--- src/sv/abc_pkg.sv ---
// shared widths, register indexes and constants of the audio bitcrusher
package abc_pkg;

    localparam int SAMPLE_BITS  = 16;
    localparam int CHANNELS_DEF = 2;
    localparam int QSTEP_W      = 15;
    localparam int HOLD_W       = 7;
    localparam int MIX_W        = 16;
    localparam int CFG_ADDR_W   = 2;
    localparam int CFG_DATA_W   = 16;
    localparam int S_TUSER_W    = 2;
    localparam int STEP_BITS    = 16;
    localparam int ACC_W        = 34;

    localparam logic [CFG_ADDR_W-1:0] REG_QUANT_STEP  = 2'd0;
    localparam logic [CFG_ADDR_W-1:0] REG_HOLD_LENGTH = 2'd1;
    localparam logic [CFG_ADDR_W-1:0] REG_NOISE_MIX   = 2'd2;
    localparam logic [CFG_ADDR_W-1:0] REG_WET_MIX     = 2'd3;

    localparam logic [QSTEP_W-1:0] QSTEP_RESET = 15'd1;
    localparam logic [MIX_W-1:0]   ONE_Q15     = 16'h8000;
    localparam logic [15:0]        LFSR_MASK   = 16'hB400;
    localparam logic [15:0]        LFSR_SEED   = 16'hACE1;

endpackage

--- src/sv/audio_bitcrusher.sv ---
// audio bitcrusher top level: sample hold, quantizer, noise and wet/dry mix, bit-serial
// one item at a time: a new item is taken only in idle, after four 16-step bit-serial
// passes (remainder, noise product, two mixes) and the handover to the output register
// the next item is taken while a finished result waits in the output register
// reset: aresetn synchronous active low, clears hold state, loads the noise seed and the
// config reset values, and resets state and output valid; datapath registers are not reset
module audio_bitcrusher #(
    parameter int CHANNELS = abc_pkg::CHANNELS_DEF
) (
    input  logic                            aclk,
    input  logic                            aresetn,
    input  logic                            cfg_wr_en,
    input  logic [abc_pkg::CFG_ADDR_W-1:0]  cfg_addr,
    input  logic [abc_pkg::CFG_DATA_W-1:0]  cfg_wdata,
    input  logic                            s_axis_tvalid,
    output logic                            s_axis_tready,
    // in_sample
    input  logic [abc_pkg::SAMPLE_BITS-1:0] s_axis_tdata,
    // in_channel, block_start
    input  logic [abc_pkg::S_TUSER_W-1:0]   s_axis_tuser,
    output logic                            m_axis_tvalid,
    input  logic                            m_axis_tready,
    // out_sample
    output logic [abc_pkg::SAMPLE_BITS-1:0] m_axis_tdata,
    // out_channel
    output logic                            m_axis_tuser
);
    import abc_pkg::*;

    localparam int CH_W = (CHANNELS > 1) ? $clog2(CHANNELS) : 1;
    localparam int BC_W = $clog2(STEP_BITS);
    localparam int DQ_W = ACC_W - 15;

    localparam logic [3:0] ST_IDLE = 4'd0;
    localparam logic [3:0] ST_DIV  = 4'd1;
    localparam logic [3:0] ST_QSET = 4'd2;
    localparam logic [3:0] ST_NMUL = 4'd3;
    localparam logic [3:0] ST_NSET = 4'd4;
    localparam logic [3:0] ST_MIX1 = 4'd5;
    localparam logic [3:0] ST_MSET = 4'd6;
    localparam logic [3:0] ST_MIX2 = 4'd7;
    localparam logic [3:0] ST_FIN  = 4'd8;

    localparam logic signed [DQ_W-1:0] CLIP_HI = DQ_W'((1 << (SAMPLE_BITS - 1)) - 1);
    localparam logic signed [DQ_W-1:0] CLIP_LO = -DQ_W'(1 << (SAMPLE_BITS - 1));

    logic [QSTEP_W-1:0] quant_step_reg;
    logic [HOLD_W-1:0]  hold_length_reg;
    logic [MIX_W-1:0]   noise_mix_reg;
    logic [MIX_W-1:0]   wet_mix_reg;

    logic [HOLD_W-1:0]             hold_cnt_reg  [CHANNELS];
    logic signed [SAMPLE_BITS-1:0] held_reg      [CHANNELS];
    logic [15:0]                   lfsr_reg,      lfsr_next;

    logic [3:0]                    state_reg,     state_next;
    logic [BC_W-1:0]               bit_cnt_reg,   bit_cnt_next;
    logic [MIX_W-1:0]              fw_reg,        fw_next;
    logic [MIX_W-1:0]              gw_reg,        gw_next;
    logic [SAMPLE_BITS-1:0]        mag_reg,       mag_next;
    logic [SAMPLE_BITS-1:0]        rem_reg,       rem_next;
    logic                          neg_reg,       neg_next;
    logic signed [SAMPLE_BITS-1:0] q_reg,         q_next;
    logic signed [SAMPLE_BITS-1:0] a_reg,         a_next;
    logic signed [SAMPLE_BITS-1:0] b_reg,         b_next;
    logic signed [SAMPLE_BITS-1:0] x_reg,         x_next;
    logic                          chan_reg,      chan_next;
    logic signed [ACC_W-1:0]       acc_reg,       acc_next;
    logic                          out_valid_reg, out_valid_next;
    logic [SAMPLE_BITS-1:0]        out_data_reg,  out_data_next;
    logic                          out_chan_reg,  out_chan_next;

    logic                          in_take;
    logic [CH_W-1:0]               ch_sel;
    logic [HOLD_W-1:0]             hold_len_eff;
    logic [HOLD_W-1:0]             cnt_eff;
    logic                          run_start;
    logic signed [SAMPLE_BITS-1:0] x_in;
    logic signed [SAMPLE_BITS-1:0] cur;
    logic [QSTEP_W-1:0]            step_eff;
    logic [SAMPLE_BITS:0]          rem_sh;
    logic [SAMPLE_BITS-1:0]        qmag;
    logic [SAMPLE_BITS-1:0]        n_mag;
    logic [MIX_W-1:0]              noise_fw;
    logic [MIX_W-1:0]              wet_fw;
    logic signed [ACC_W-1:0]       acc_bias;
    logic signed [DQ_W-1:0]        acc_q15;
    logic signed [SAMPLE_BITS-1:0] y_clip;

    assign s_axis_tready = (state_reg == ST_IDLE);
    assign in_take       = s_axis_tvalid && s_axis_tready;
    assign m_axis_tvalid = out_valid_reg;
    assign m_axis_tdata  = out_data_reg;
    assign m_axis_tuser  = out_chan_reg;

    // hold control for the channel of the incoming item
    always_comb begin
        if ({31'b0, s_axis_tuser[0]} < CHANNELS) begin
            ch_sel = CH_W'(s_axis_tuser[0]);
        end else begin
            ch_sel = CH_W'(CHANNELS - 1);
        end
        hold_len_eff = (hold_length_reg == '0) ? HOLD_W'(1) : hold_length_reg;
        if (s_axis_tuser[1] || (hold_cnt_reg[ch_sel] >= hold_len_eff)) begin
            cnt_eff = '0;
        end else begin
            cnt_eff = hold_cnt_reg[ch_sel];
        end
        run_start = (cnt_eff == '0);
        x_in      = s_axis_tdata;
        cur       = run_start ? x_in : held_reg[ch_sel];
    end

    assign step_eff = (quant_step_reg == '0) ? QSTEP_W'(1) : quant_step_reg;
    assign rem_sh   = {rem_reg, fw_reg[MIX_W-1]};
    assign qmag     = mag_reg - rem_reg;
    assign n_mag    = acc_reg[2*SAMPLE_BITS-1:SAMPLE_BITS];
    assign noise_fw = noise_mix_reg[MIX_W-1] ? ONE_Q15 : noise_mix_reg;
    assign wet_fw   = wet_mix_reg[MIX_W-1] ? ONE_Q15 : wet_mix_reg;

    // divide by 32768 toward zero, then clip
    always_comb begin
        acc_bias = acc_reg[ACC_W-1] ? ACC_W'(32767) : '0;
        acc_q15  = DQ_W'((acc_reg + acc_bias) >>> 15);
        if (acc_q15 > CLIP_HI) begin
            y_clip = SAMPLE_BITS'(CLIP_HI);
        end else if (acc_q15 < CLIP_LO) begin
            y_clip = SAMPLE_BITS'(CLIP_LO);
        end else begin
            y_clip = SAMPLE_BITS'(acc_q15);
        end
    end

    always_comb begin
        state_next     = state_reg;
        bit_cnt_next   = bit_cnt_reg;
        fw_next        = fw_reg;
        gw_next        = gw_reg;
        mag_next       = mag_reg;
        rem_next       = rem_reg;
        neg_next       = neg_reg;
        q_next         = q_reg;
        a_next         = a_reg;
        b_next         = b_reg;
        x_next         = x_reg;
        chan_next      = chan_reg;
        acc_next       = acc_reg;
        lfsr_next      = lfsr_reg;
        out_valid_next = out_valid_reg && !m_axis_tready;
        out_data_next  = out_data_reg;
        out_chan_next  = out_chan_reg;

        unique case (state_reg)
            ST_IDLE: begin
                if (in_take) begin
                    x_next       = x_in;
                    chan_next    = s_axis_tuser[0];
                    neg_next     = cur[SAMPLE_BITS-1];
                    mag_next     = cur[SAMPLE_BITS-1] ? -cur : cur;
                    fw_next      = cur[SAMPLE_BITS-1] ? -cur : cur;
                    rem_next     = '0;
                    bit_cnt_next = BC_W'(STEP_BITS - 1);
                    lfsr_next    = lfsr_reg[0] ? ((lfsr_reg >> 1) ^ LFSR_MASK)
                                               : (lfsr_reg >> 1);
                    state_next   = ST_DIV;
                end
            end
            ST_DIV: begin
                // restoring remainder, one dividend bit per cycle
                if (rem_sh >= {2'b00, step_eff}) begin
                    rem_next = SAMPLE_BITS'(rem_sh - {2'b00, step_eff});
                end else begin
                    rem_next = rem_sh[SAMPLE_BITS-1:0];
                end
                fw_next      = fw_reg << 1;
                bit_cnt_next = bit_cnt_reg - 1'b1;
                if (bit_cnt_reg == '0) begin
                    state_next = ST_QSET;
                end
            end
            ST_QSET: begin
                mag_next     = qmag;
                q_next       = neg_reg ? -qmag : qmag;
                fw_next      = lfsr_reg;
                acc_next     = '0;
                bit_cnt_next = BC_W'(STEP_BITS - 1);
                state_next   = ST_NMUL;
            end
            ST_NMUL: begin
                // |q| times the noise word, msb first
                acc_next = (acc_reg <<< 1)
                         + (fw_reg[MIX_W-1] ? {{(ACC_W-SAMPLE_BITS){1'b0}}, mag_reg}
                                            : ACC_W'(0));
                fw_next      = fw_reg << 1;
                bit_cnt_next = bit_cnt_reg - 1'b1;
                if (bit_cnt_reg == '0) begin
                    state_next = ST_NSET;
                end
            end
            ST_NSET: begin
                a_next       = neg_reg ? -n_mag : n_mag;
                b_next       = q_reg;
                fw_next      = noise_fw;
                gw_next      = ONE_Q15 - noise_fw;
                acc_next     = '0;
                bit_cnt_next = BC_W'(STEP_BITS - 1);
                state_next   = ST_MIX1;
            end
            ST_MIX1, ST_MIX2: begin
                // a*f + b*(1-f), both weights shifted out msb first
                acc_next = (acc_reg <<< 1)
                         + (fw_reg[MIX_W-1] ? {{(ACC_W-SAMPLE_BITS){a_reg[SAMPLE_BITS-1]}},
                                               a_reg} : ACC_W'(0))
                         + (gw_reg[MIX_W-1] ? {{(ACC_W-SAMPLE_BITS){b_reg[SAMPLE_BITS-1]}},
                                               b_reg} : ACC_W'(0));
                fw_next      = fw_reg << 1;
                gw_next      = gw_reg << 1;
                bit_cnt_next = bit_cnt_reg - 1'b1;
                if (bit_cnt_reg == '0) begin
                    state_next = (state_reg == ST_MIX1) ? ST_MSET : ST_FIN;
                end
            end
            ST_MSET: begin
                a_next       = y_clip;
                b_next       = x_reg;
                fw_next      = wet_fw;
                gw_next      = ONE_Q15 - wet_fw;
                acc_next     = '0;
                bit_cnt_next = BC_W'(STEP_BITS - 1);
                state_next   = ST_MIX2;
            end
            ST_FIN: begin
                if (!out_valid_reg || m_axis_tready) begin
                    out_valid_next = 1'b1;
                    out_data_next  = y_clip;
                    out_chan_next  = chan_reg;
                    state_next     = ST_IDLE;
                end
            end
            default: begin
                state_next = ST_IDLE;
            end
        endcase
    end

    always_ff @(posedge aclk) begin
        if (!aresetn) begin
            state_reg       <= ST_IDLE;
            out_valid_reg   <= 1'b0;
            lfsr_reg        <= LFSR_SEED;
            quant_step_reg  <= QSTEP_RESET;
            hold_length_reg <= '0;
            noise_mix_reg   <= '0;
            wet_mix_reg     <= ONE_Q15;
            for (int i = 0; i < CHANNELS; i++) begin
                hold_cnt_reg[i] <= '0;
                held_reg[i]     <= '0;
            end
        end else begin
            state_reg     <= state_next;
            out_valid_reg <= out_valid_next;
            lfsr_reg      <= lfsr_next;
            if (cfg_wr_en) begin
                unique case (cfg_addr)
                    REG_QUANT_STEP:  quant_step_reg  <= cfg_wdata[QSTEP_W-1:0];
                    REG_HOLD_LENGTH: hold_length_reg <= cfg_wdata[HOLD_W-1:0];
                    REG_NOISE_MIX:   noise_mix_reg   <= cfg_wdata[MIX_W-1:0];
                    REG_WET_MIX:     wet_mix_reg     <= cfg_wdata[MIX_W-1:0];
                    default: ;
                endcase
            end
            if (in_take) begin
                hold_cnt_reg[ch_sel] <= cnt_eff + 1'b1;
                if (run_start) begin
                    held_reg[ch_sel] <= x_in;
                end
            end
        end
    end

    always_ff @(posedge aclk) begin
        bit_cnt_reg  <= bit_cnt_next;
        fw_reg       <= fw_next;
        gw_reg       <= gw_next;
        mag_reg      <= mag_next;
        rem_reg      <= rem_next;
        neg_reg      <= neg_next;
        q_reg        <= q_next;
        a_reg        <= a_next;
        b_reg        <= b_next;
        x_reg        <= x_next;
        chan_reg     <= chan_next;
        acc_reg      <= acc_next;
        out_data_reg <= out_data_next;
        out_chan_reg <= out_chan_next;
    end

endmodule

--- config.mk ---
export PLATFORM = sky130hd
export DESIGN_NAME = audio_bitcrusher
export DESIGN_NICKNAME = d
export VERILOG_FILES = /design/src/sv/abc_pkg.sv /design/src/sv/audio_bitcrusher.sv
export SDC_FILE = /design/constraint.sdc
export NUM_CORES = 1
export LEC_CHECK = 0
export BUFFER_PORTS_ARGS = -buffer_cell sky130_fd_sc_hd__buf_2
export CORE_MARGIN = 2
export CORE_UTILIZATION = 30
export CTS_CLUSTER_SIZE = 10
export DETAILED_ROUTE_END_ITERATION = 10
export SYNTH_ARGS = -nofsm -noshare
export SYNTH_HDL_FRONTEND = slang
export SYNTH_SLANG_ARGS = --single-unit
--- constraint.sdc ---
create_clock -name aclk -period 6.3 [get_ports aclk]
set_input_delay 0.315 -clock aclk [delete_from_list [all_inputs] [get_ports aclk]]
set_output_delay 0.315 -clock aclk [all_outputs]
set_load 0.01 [all_outputs]
# Word-level counts from Yosys, hierarchy flattened
# Memories as Yosys holds them, arrays and structs flattened.
# Index checks and enable logic that the tools add are counted.
[word_totals] ramBits=46 inputBits=41 elab_cells=143 memories=2 latchBits=0 mem_bits_ro=0 register_bits=260
[mem_list] memory="held_reg" depth=2 word_bits=16 read_ports=1 rd_clocked_by_memory_dff=0 write_ports=2 line="audio_bitcrusher.sv:53" rtl="logic signed [SAMPLE_BITS-1:0] held_reg [CHANNELS];"
[mem_list] memory="hold_cnt_reg" depth=2 word_bits=7 read_ports=1 rd_clocked_by_memory_dff=0 write_ports=2 line="audio_bitcrusher.sv:52" rtl="logic [HOLD_W-1:0] hold_cnt_reg [CHANNELS];"
[op_classes] bitwise=1 order_cmp=4 div_mod_pow=0 mul=0 n_reduce_logical=35 shifts=0 n_mux=51 eq_ne=16 n_addsub=13
[ops] op="16-bit 2-to-1 mux" count=14
[ops] op="16-bit one-hot mux with 2 select lines" count=4
[ops] op="34-bit one-hot mux with 3 select lines" count=1
[ops] op="16-bit one-hot mux with 5 select lines" count=1
[ops] op="34-bit by 16-bit adder with 34-bit output" count=2
[ops] op="34-bit adder" count=2
[ops] op="34-bit 2-to-1 mux" count=2
[ops] op="16-bit negator" count=3
[ops] op="16-bit one-hot mux with 3 select lines" count=1
[ops] op="4-bit one-hot mux with 8 select lines" count=1
[ops] op="16-bit subtractor (first input constant)" count=2
[ops] op="15-bit 2-to-1 mux" count=2
[ops] op="4-bit 2-to-1 mux" count=7
[ops] op="7-bit 2-to-1 mux" count=3
[ops] op="2-bit AND reduction" count=10
[ops] op="19-bit by 16-bit > comparator with 1-bit output (second input constant)" count=1
[ops] op="19-bit by 16-bit < comparator with 1-bit output (second input constant)" count=1
[ops] op="17-bit by 15-bit >= comparator with 1-bit output" count=1
[ops] op="4-bit by 3-bit equality test with 1-bit output (second input constant)" count=4
[ops] op="16-bit OR reduction" count=1
[ops] op="16-bit by 15-bit subtractor with 16-bit output" count=1
[ops] op="16-bit subtractor" count=1
[ops] op="15-bit zero test" count=1
[ops] op="7-bit zero test" count=2
[ops] op="other kinds (26)" count=52

# Longest topological paths before layout
# Gate-level depths: netlist of the first run.
[logic_depth] depth_word=12 depth_mapped=23 mapped_depth_nobuf=19

# Worst setup path before layout of the first run
# Ideal clock, no wire load.
[synth_timing] path_type="input to register" start="input s_axis_tuser[0] (netlist bit)" end="register mag_reg[6], data pin" arrival_ns=4.727 n_path_buf=5 setup_ns=0.271 setup_slack_ns=1.302 stages=23 path_cell_list="buf_2 > buf_2 > buf_1 > mux2i_1 > ha_1 > nand2b_1 > a2111oi_0 > o31a_1 > and2_1 > inv_1 > ha_1 > o21ai_1 > clkbuf_1 > clkbuf_1 > nand2_1 > o21ai_0 > ha_1 > inv_1 > o21ai_0 > xor2_1 > nor2_1 > a21oi_1 > a21oi_1"
[synth_via] elab_chain_len=10 word_cells_on_any_way=11 classes_between="add/sub (1); order compare (1); mux (5); reduce/logical (2); memory (2)"
[synth_rtl] item="start, declared" line="audio_bitcrusher.sv:20" rtl="input logic [abc_pkg::S_TUSER_W-1:0] s_axis_tuser,"
[synth_rtl] item="memory 2 x 7 bit"
[synth_rtl] item="7-bit >= comparator" line="audio_bitcrusher.sv:104" rtl="if (s_axis_tuser[1] || (hold_cnt_reg[ch_sel] >= hold_len_eff)) begin"
[synth_rtl] item="1-bit logical OR" line="audio_bitcrusher.sv:104"
[synth_rtl] item="7-bit 2-to-1 mux" line="audio_bitcrusher.sv:104"
[synth_rtl] item="7-bit zero test" line="audio_bitcrusher.sv:109" rtl="run_start = (cnt_eff == '0);"
[synth_rtl] item="16-bit 2-to-1 mux *" line="audio_bitcrusher.sv:111" rtl="cur = run_start ? x_in : held_reg[ch_sel];"
[synth_rtl] item="16-bit negator" line="audio_bitcrusher.sv:159" rtl="mag_next = cur[SAMPLE_BITS-1] ? -cur : cur;"
[synth_rtl] item="16-bit 2-to-1 mux *" line="audio_bitcrusher.sv:159"
[synth_rtl] item="16-bit 2-to-1 mux *" line="audio_bitcrusher.sv:155" rtl="if (in_take) begin"
[synth_rtl] item="16-bit one-hot mux with 2 select lines *" line="audio_bitcrusher.sv:153" rtl="unique case (state_reg)"
[synth_rtl] item="named net mag_next[6]" line="audio_bitcrusher.sv:60" rtl="logic [SAMPLE_BITS-1:0] mag_reg, mag_next;"
[synth_rtl] item="end signal, assigned" line="audio_bitcrusher.sv:285" rtl="mag_reg <= mag_next;"
[synth_rtl] item="end, declared" line="audio_bitcrusher.sv:60"
# Mark *: on every way through the listed nets, which the timed path passes. The rest lies on a longest branch. The select of a mux whose other input is x is not followed.
# A chain may end at the register's enable or synchronous reset.

# Worst setup path in the final report of the first run
# Same ends and word-level chain as after synthesis.

==> out/results.tsv, run 1 <==
stage	metric	value	unit
run_status	status	completed	
placement	gpl congestion	0.8917	
layout	commonest non-fill, non-tap cell in the layout	nand2_1	
power	Flop pwr share	41.7	%
sta	Max Fclk	213.0	MHz
layout	max reg flops	34	
worst_hold_path	WHS Path Cells	1	
sta	Fin Setup TNS	0	ps
clock_network	Post-CTS Setup Bufs	0	
synth	synth warn	0	
clock_network	Hold-fix buffers, CTS	1	
synth	synthesized area	20070	um2
die	Starting Density	30.42	%
synth	mean area per synthesized cell	9.522	um2
sta	actual transition at the worst max-transition pin	1280	ps
clock_network	CTS resizes	0	
synth	ys flop type	edfxtp_1	
clock_network	TritonCTS clock tree	done	
worst_setup_path	WS Path Type	in2reg	
synth	Post-Synthesis Cells	2108	
placement	dpl cells	2948	
clock_network	CTS max path bufs	3	
global_routing	largest net degree at the start of global routing	51	
sta	setup violators final	0	
layout	Final nets	2310	
global_routing	vias in the first global route	15822	
synth	post-synth cell types	82	
clock_network	worst skew pair latency	560	ps
global_routing	Total Routing Usage GR	16.28	%
global_routing	first-pass GRT wire length	89.49	mm
clock_network	CTS H-tree depth	2	
sta	minimum clock period	4696	ps
worst_setup_path	CP required	6570	ps
worst_setup_path	cells on worst reg2reg path	19	
detailed_routing	routed len/inst	19.02	um
power	Internal Dissipation	4.024	mW
die	die height	262.7	um
detailed_routing	1st-pass router iterations	8	
detailed_routing	post-route ant nets	0	
synth	Mapped Nets	2292	
sta	Layout Skew	29.27	ps
global_routing	GR Overflow Total	0	
detailed_routing	Iteration-0 DRC Markers	1109	
clock_network	TritonCTS Buffers	39	
worst_setup_path	Crit Reg-Reg Startpoint	hold_length_reg[6]$_SDFFE_PN0P_	
power	leak pwr	8.354	nW
job	Max-Cap Viols	0	
synth	sequential share of the synthesized area	42.04	%
die	die area	68990	um2
sta	Worst slew margin	13.94	%
worst_hold_path	hold path endpoint	x_reg[8]$_DFFE_PP_	
die	core area	65980	um2
worst_hold_path	worst hold-check path type	in2reg	
clock_network	CTS clock-pin slew for the worst setup and hold paths	60	ps
worst_setup_path	Crit path arrival time	4970	ps
power	Overall Power	5.807	mW
layout	most frequent cells in the layout	nand2_1 (294), edfxtp_1 (231), nor2_1 (166)	
worst_setup_path	crit path capture type	flip-flop	
worst_setup_path	worst-path fanout max	50	
detailed_routing	vias per inst	5.271	
detailed_routing	DRC	0	
detailed_routing	final WL	57.28	mm
layout	fin cells	3012	
power	Logic pwr share	23.5	%
power	NetSw	1.783	mW
synth	share of async-settable or async-resettable flops after synthesis	0	%
worst_setup_path	Worst setup SP type	primary input	
worst_setup_path	R2R setup slack	1610	ps
layout	Layout area overhead	11.29	%
layout	# diodes	0	
power	Sw Ratio	30.71	%
clock_network	CTS sink cnt	306	
global_routing	antenna violations before repair	0	
detailed_routing	total via count in the routed design	15877	
layout	layout cells sized above 1	7.728	%
synth	FF+latch count, synth	306	
power	peak supply drop	202.5	uV
worst_setup_path	R2R Path End	mag_reg[6]$_DFFE_PP_	
power	clock power share	34.8	%
placement	dpl hpwl	42.68	mm
die	Ports	60	
sta	Slew Viols, Final	0	
die	number of cell rows	94	
power	pwr/cell area	260.0	nW/um2
sta	unrepaired setup endpoints after global routing	false	
placement	Port Buffers	59	
synth	number of synthesized flops with an enable pin	231	
layout	fill cell count	6731	
worst_hold_path	Worst Hold Launch	s_axis_tdata[8]	
die	die width	262.7	um
sta	final hold vios	0	
clock_network	root buffer cell	clkbuf_16	
sta	crit share post-route	74.54	%
-- worst max path at each step --
stage	from	to	slack, ps	cells past startpoint
2_1_floorplan	s_axis_tuser[0]	mag_reg[6]$_DFFE_PP_	1300	23
3_3_place_gp	s_axis_tuser[0]	mag_reg[6]$_DFFE_PP_	1270	20
3_5_place_dp	s_axis_tuser[0]	mag_reg[6]$_DFFE_PP_	1080	20
4_1_cts	hold_length_reg[6]$_SDFFE_PN0P_	mag_reg[6]$_DFFE_PP_	1630	19
5_1_grt	hold_length_reg[1]$_SDFFE_PN0P_	mag_reg[6]$_DFFE_PP_	1060	19
6_report	s_axis_tuser[0]	mag_reg[6]$_DFFE_PP_	1600	20
-- layout make-up --
cell class              instances  area [um2]  share of cell area [%]
clock buffers                  53        1049                   4.694
clock inverters                10       51.30                  0.2297
inverters                      79       296.5                   1.328
multi-input cells            1618       10950                   49.03
flip-flops and latches        306        8438                   37.78
well taps                     864        1081                   4.840
repair buffers                 82       470.5                   2.106
-- per-layer routing --
layer  share of wire [%]  global-route usage (%)  wire, um
met1                  44                   21.04     25010
met2                  47                   27.46     27140
met3                 5.2                   2.249      2985
met4                 3.7                   6.446      2138
met5                   0                       0         0
-- Yosys cell counts, types with 33 or more instances --
library cell,instances,share of area [%]
dfxtp_1,75,7.5
a21boi_0,56,2.1
nor2_1,169,3.2
inv_1,78,1.5
o21ai_0,89,2.2
edfxtp_1,231,35
xnor2_1,102,4.5
xor2_1,56,2.4
clkbuf_1,76,1.4
and2_1,84,2.6
a21o_1,33,1.2
nor3_1,34,0.85
ha_1,107,6.7
nand3_1,42,1.0
fa_1,36,3.6
a21oi_1,114,2.8
nand2_1,294,5.5
mux2i_1,41,2.0
-- worst max-delay path, cell delays in order --
cell and delay (ps):
buf_2 180, buf_4 400, mux2i_1 370, ha_1 280, nand2b_1 140, a2111oi_0 570, o31ai_1 240, nor2_1 280
inv_1 80, ha_1 230, o21ai_4 400, nand2_1 80, o21ai_0 200, ha_1 340, inv_1 80, o21ai_0 220
xor2_1 170, nor2_1 60, a21oi_1 220, a21oi_1 90
-- power by group through the flow --
stage,sequential [mW],clock (mW),combinational (mW)
CTS,2.42,2.06,1.36
floorplan,2.41,0,1.03
global route,2.43,2.14,1.52
detailed placement,2.46,0,1.35
finish,2.42,2.02,1.37
global placement,2.46,0,1.32
-- through the flow --
stage	worst slack, ps	instance area (um2)	hold slack (ps)	util [%]
detailed placement	1082	21230	409.9	32.17
CTS	1630	22340	27.64	33.85
finish	1604	22340	44.03	33.85
global route	1063	22340	42.27	33.85
global placement	1271	21230	421.2	32.17
floorplan	1302	20070	400.3	-
-- kinds of logic after synthesis --
kind of cell	after synthesis	synth area share, %
simple gates	773	18.13
fa+ha+maj	143	10.26
buf+inv	184	3.584
flops	306	42.04
compound gates	492	16.43
xor+xnor	158	6.894
mux	52	2.662
(Power assumes the default switching activity.)
==> inputs of run 2 (changes only) <==
==> constraint.sdc (replaced) <==
create_clock -name aclk -period 4.17 [get_ports aclk]
set_input_delay 0.2085 -clock aclk [delete_from_list [all_inputs] [get_ports aclk]]
set_output_delay 0.2085 -clock aclk [all_outputs]
set_load 0.01 [all_outputs]
==> run 2 against run 1 <==
Highest routed layer is now met5. Clock skew shrank 6.8 ps. Sequential power grew 50%. Register-to-register slack lost 1400 ps. Sequential share of layout area shrank 1.2 points.
==> out/results.tsv, run 2 (synthesis gave the netlist of run 1 again) <==
stage	metric	value	unit
global_routing	largest net degree at the start of global routing	76	
power	peak supply drop	253.9	uV
worst_setup_path	Worst Setup SP	hold_length_reg[6]$_SDFFE_PN0P_	
sta	Max Fclk	249.8	MHz
layout	Layout area overhead	14.88	%
worst_setup_path	CP required	4440	ps
die	core area	65980	um2
detailed_routing	DRC	0	
layout	max reg flops	34	
clock_network	CTS sink cnt	306	
detailed_routing	vias per inst	5.227	
worst_setup_path	Setup crit end	fw_reg[7]$_DFFE_PP_	
detailed_routing	total via count in the routed design	16111	
clock_network	CTS max path bufs	3	
clock_network	worst skew pair latency	560	ps
placement	placed inst area	21490	um2
clock_network	TritonCTS Buffers	39	
clock_network	CTS clock-pin slew for the worst setup and hold paths	60	ps
worst_setup_path	Crit path max-delay family	compound AO/OA/AOI/OAI gates	
clock_network	TritonCTS clock tree	done	
sta	crit share post-route	96.00	%
sta	Slew Viols, Final	0	
die	die height	262.7	um
clock_network	root buffer cell	clkbuf_16	
layout	fin cells	3082	
worst_setup_path	Crit Reg-Reg Startpoint	hold_length_reg[6]$_SDFFE_PN0P_	
placement	gpl congestion	0.9334	
worst_setup_path	worst-path fanout max	12	
worst_hold_path	worst hold-check path type	in2reg	
sta	Fin Setup TNS	0	ps
worst_setup_path	Critical path buffers and inverters	1	
sta	minimum clock period	4003	ps
sta	Worst slew margin	25.99	%
worst_setup_path	most frequent CP cell	ha_1	
worst_setup_path	Worst setup SP type	flip-flop	
worst_setup_path	cells on worst reg2reg path	14	
layout	most frequent cells in the layout	nand2_1 (294), edfxtp_1 (231), nor2_1 (166)	
layout	Final Cell Area	23060	um2
sta	unrepaired setup endpoints after global routing	false	
run_status	status	completed	
global_routing	vias in the first global route	15985	
worst_setup_path	critical path cell sequence	nor4_2, a31o_2, ha_1, nand2b_1, a2111oi_4, o31ai_1, nor2_1, inv_1, ha_1, o21ai_4, mux2_2, a211oi_1, xor2_1, a22oi_1	
worst_setup_path	Crit path arrival time	4270	ps
global_routing	Total Routing Usage GR	16.21	%
die	die area	68990	um2
global_routing	antenna violations before repair	2	
sta	actual transition at the worst max-transition pin	1108	ps
sta	final hold vios	0	
layout	# diodes	0	
detailed_routing	Iteration-0 DRC Markers	1358	
layout	Final nets	2378	
worst_setup_path	crit path capture type	flip-flop	
layout	layout cells sized above 1	9.739	%
placement	dpl cells	2981	
layout	final core utilization	34.95	%
job	Max-Cap Viols	0	
global_routing	first-pass GRT wire length	89.33	mm
layout	fill cell count	6717	
worst_setup_path	Slowest cell on crit path	mux2_2	
worst_setup_path	Max stage delay on crit path	490	ps
worst_setup_path	R2R Path End	fw_reg[7]$_DFFE_PP_	
detailed_routing	1st-pass router iterations	8	
die	Starting Density	30.42	%
layout	commonest non-fill, non-tap cell in the layout	nand2_1	
power	pwr/cell area	389.9	nW/um2
die	number of cell rows	94	
sta	setup violators final	0	
die	die width	262.7	um
detailed_routing	final WL	56.67	mm
sta	Layout Skew	22.49	ps
die	Ports	60	
detailed_routing	routed len/inst	18.39	um
worst_setup_path	WS Path Type	reg2reg	
placement	Port Buffers	59	
detailed_routing	post-route ant nets	0	
global_routing	GR Overflow Total	0	
worst_setup_path	R2R setup slack	170	ps
placement	dpl hpwl	42.36	mm
worst_setup_path	Levels on crit path	14	
power	leak pwr	8.704	nW
clock_network	CTS H-tree depth	2	
run 2: cell count changes in the layout (fill, tap and decap cells not counted), sizes merged:
cell	delta
buf	+37
clkbuf	+3
clkinv	-2
dlygate4sd3	+31
bufinv	+1
run 2: stage by stage:
step	power (mW)	worst slack, ps	hold WS [ps]
2_1_floorplan	5.203	11.63	307.4
3_3_place_gp	5.779	120.7	416.1
3_5_place_dp	5.818	44.29	412.8
4_1_cts	9.027	65.40	24.77
5_1_grt	9.427	16.54	54.12
6_report	8.990	167.0	63.81
run 2: repair_timing:
action                                  in CTS  in global routing
hold endpoints to repair                    65                  0
hold buffers                                32                  0
buffers inserted                             0                  4
endpoints found under the setup margin       0                 32
resized for setup                            0                 15
run 2: how the worst min path moves through the flow:
stage,startpoint,to,slack [ps],cells past startpoint
6_report,m_axis_tready,m_axis_tvalid$_SDFF_PN0_,60,3
5_1_grt,m_axis_tready,m_axis_tvalid$_SDFF_PN0_,50,3
4_1_cts,m_axis_tready,m_axis_tvalid$_SDFF_PN0_,20,3
3_5_place_dp,chan_reg$_DFFE_PP_,m_axis_tuser$_DFFE_PP_,410,0
3_3_place_gp,chan_reg$_DFFE_PP_,m_axis_tuser$_DFFE_PP_,420,0
2_1_floorplan,s_axis_tuser[0],chan_reg$_DFFE_PP_,310,0
run 2: layer usage:
| layer | GRT usage (%) | wire length, um | up-vias |
|---|---|---|---|
| met4 | 6.058 | 1828 | 2 |
| li1 | - | - | 7734 |
| met1 | 20.93 | 24600 | 7723 |
| met2 | 27.28 | 27020 | 543 |
| met3 | 2.567 | 3203 | 109 |
| met5 | 0 | 18 | - |
run 2: final cells by class:
| cell class | instances | area, um2 | share of cell area [%] |
|---|---|---|---|
| flip-flops and latches | 306 | 8438 | 36.59 |
| well taps | 864 | 1081 | 4.688 |
| repair buffers | 150 | 1070 | 4.639 |
| clock buffers | 56 | 1061 | 4.601 |
| clock inverters | 9 | 90.09 | 0.3907 |
| inverters | 79 | 296.5 | 1.286 |
| multi-input cells | 1618 | 11020 | 47.80 |
run 2: power by group:
part           leakage, nW  switching [mW]  total [mW]  internal (mW)
sequential            2.81           0.121        3.64           3.52
combinational         5.34            1.29        2.19          0.899
clock                0.558            1.33        3.16           1.83
total                 8.70            2.74        8.99           6.25
run 2: worst min-delay path: cells and delay by family:
kind | cells | cell delay [ps]
AOI/OAI and AO/OA | 1 | 190
buffers and inverters | 1 | 80
and+or+nand+nor | 1 | 90
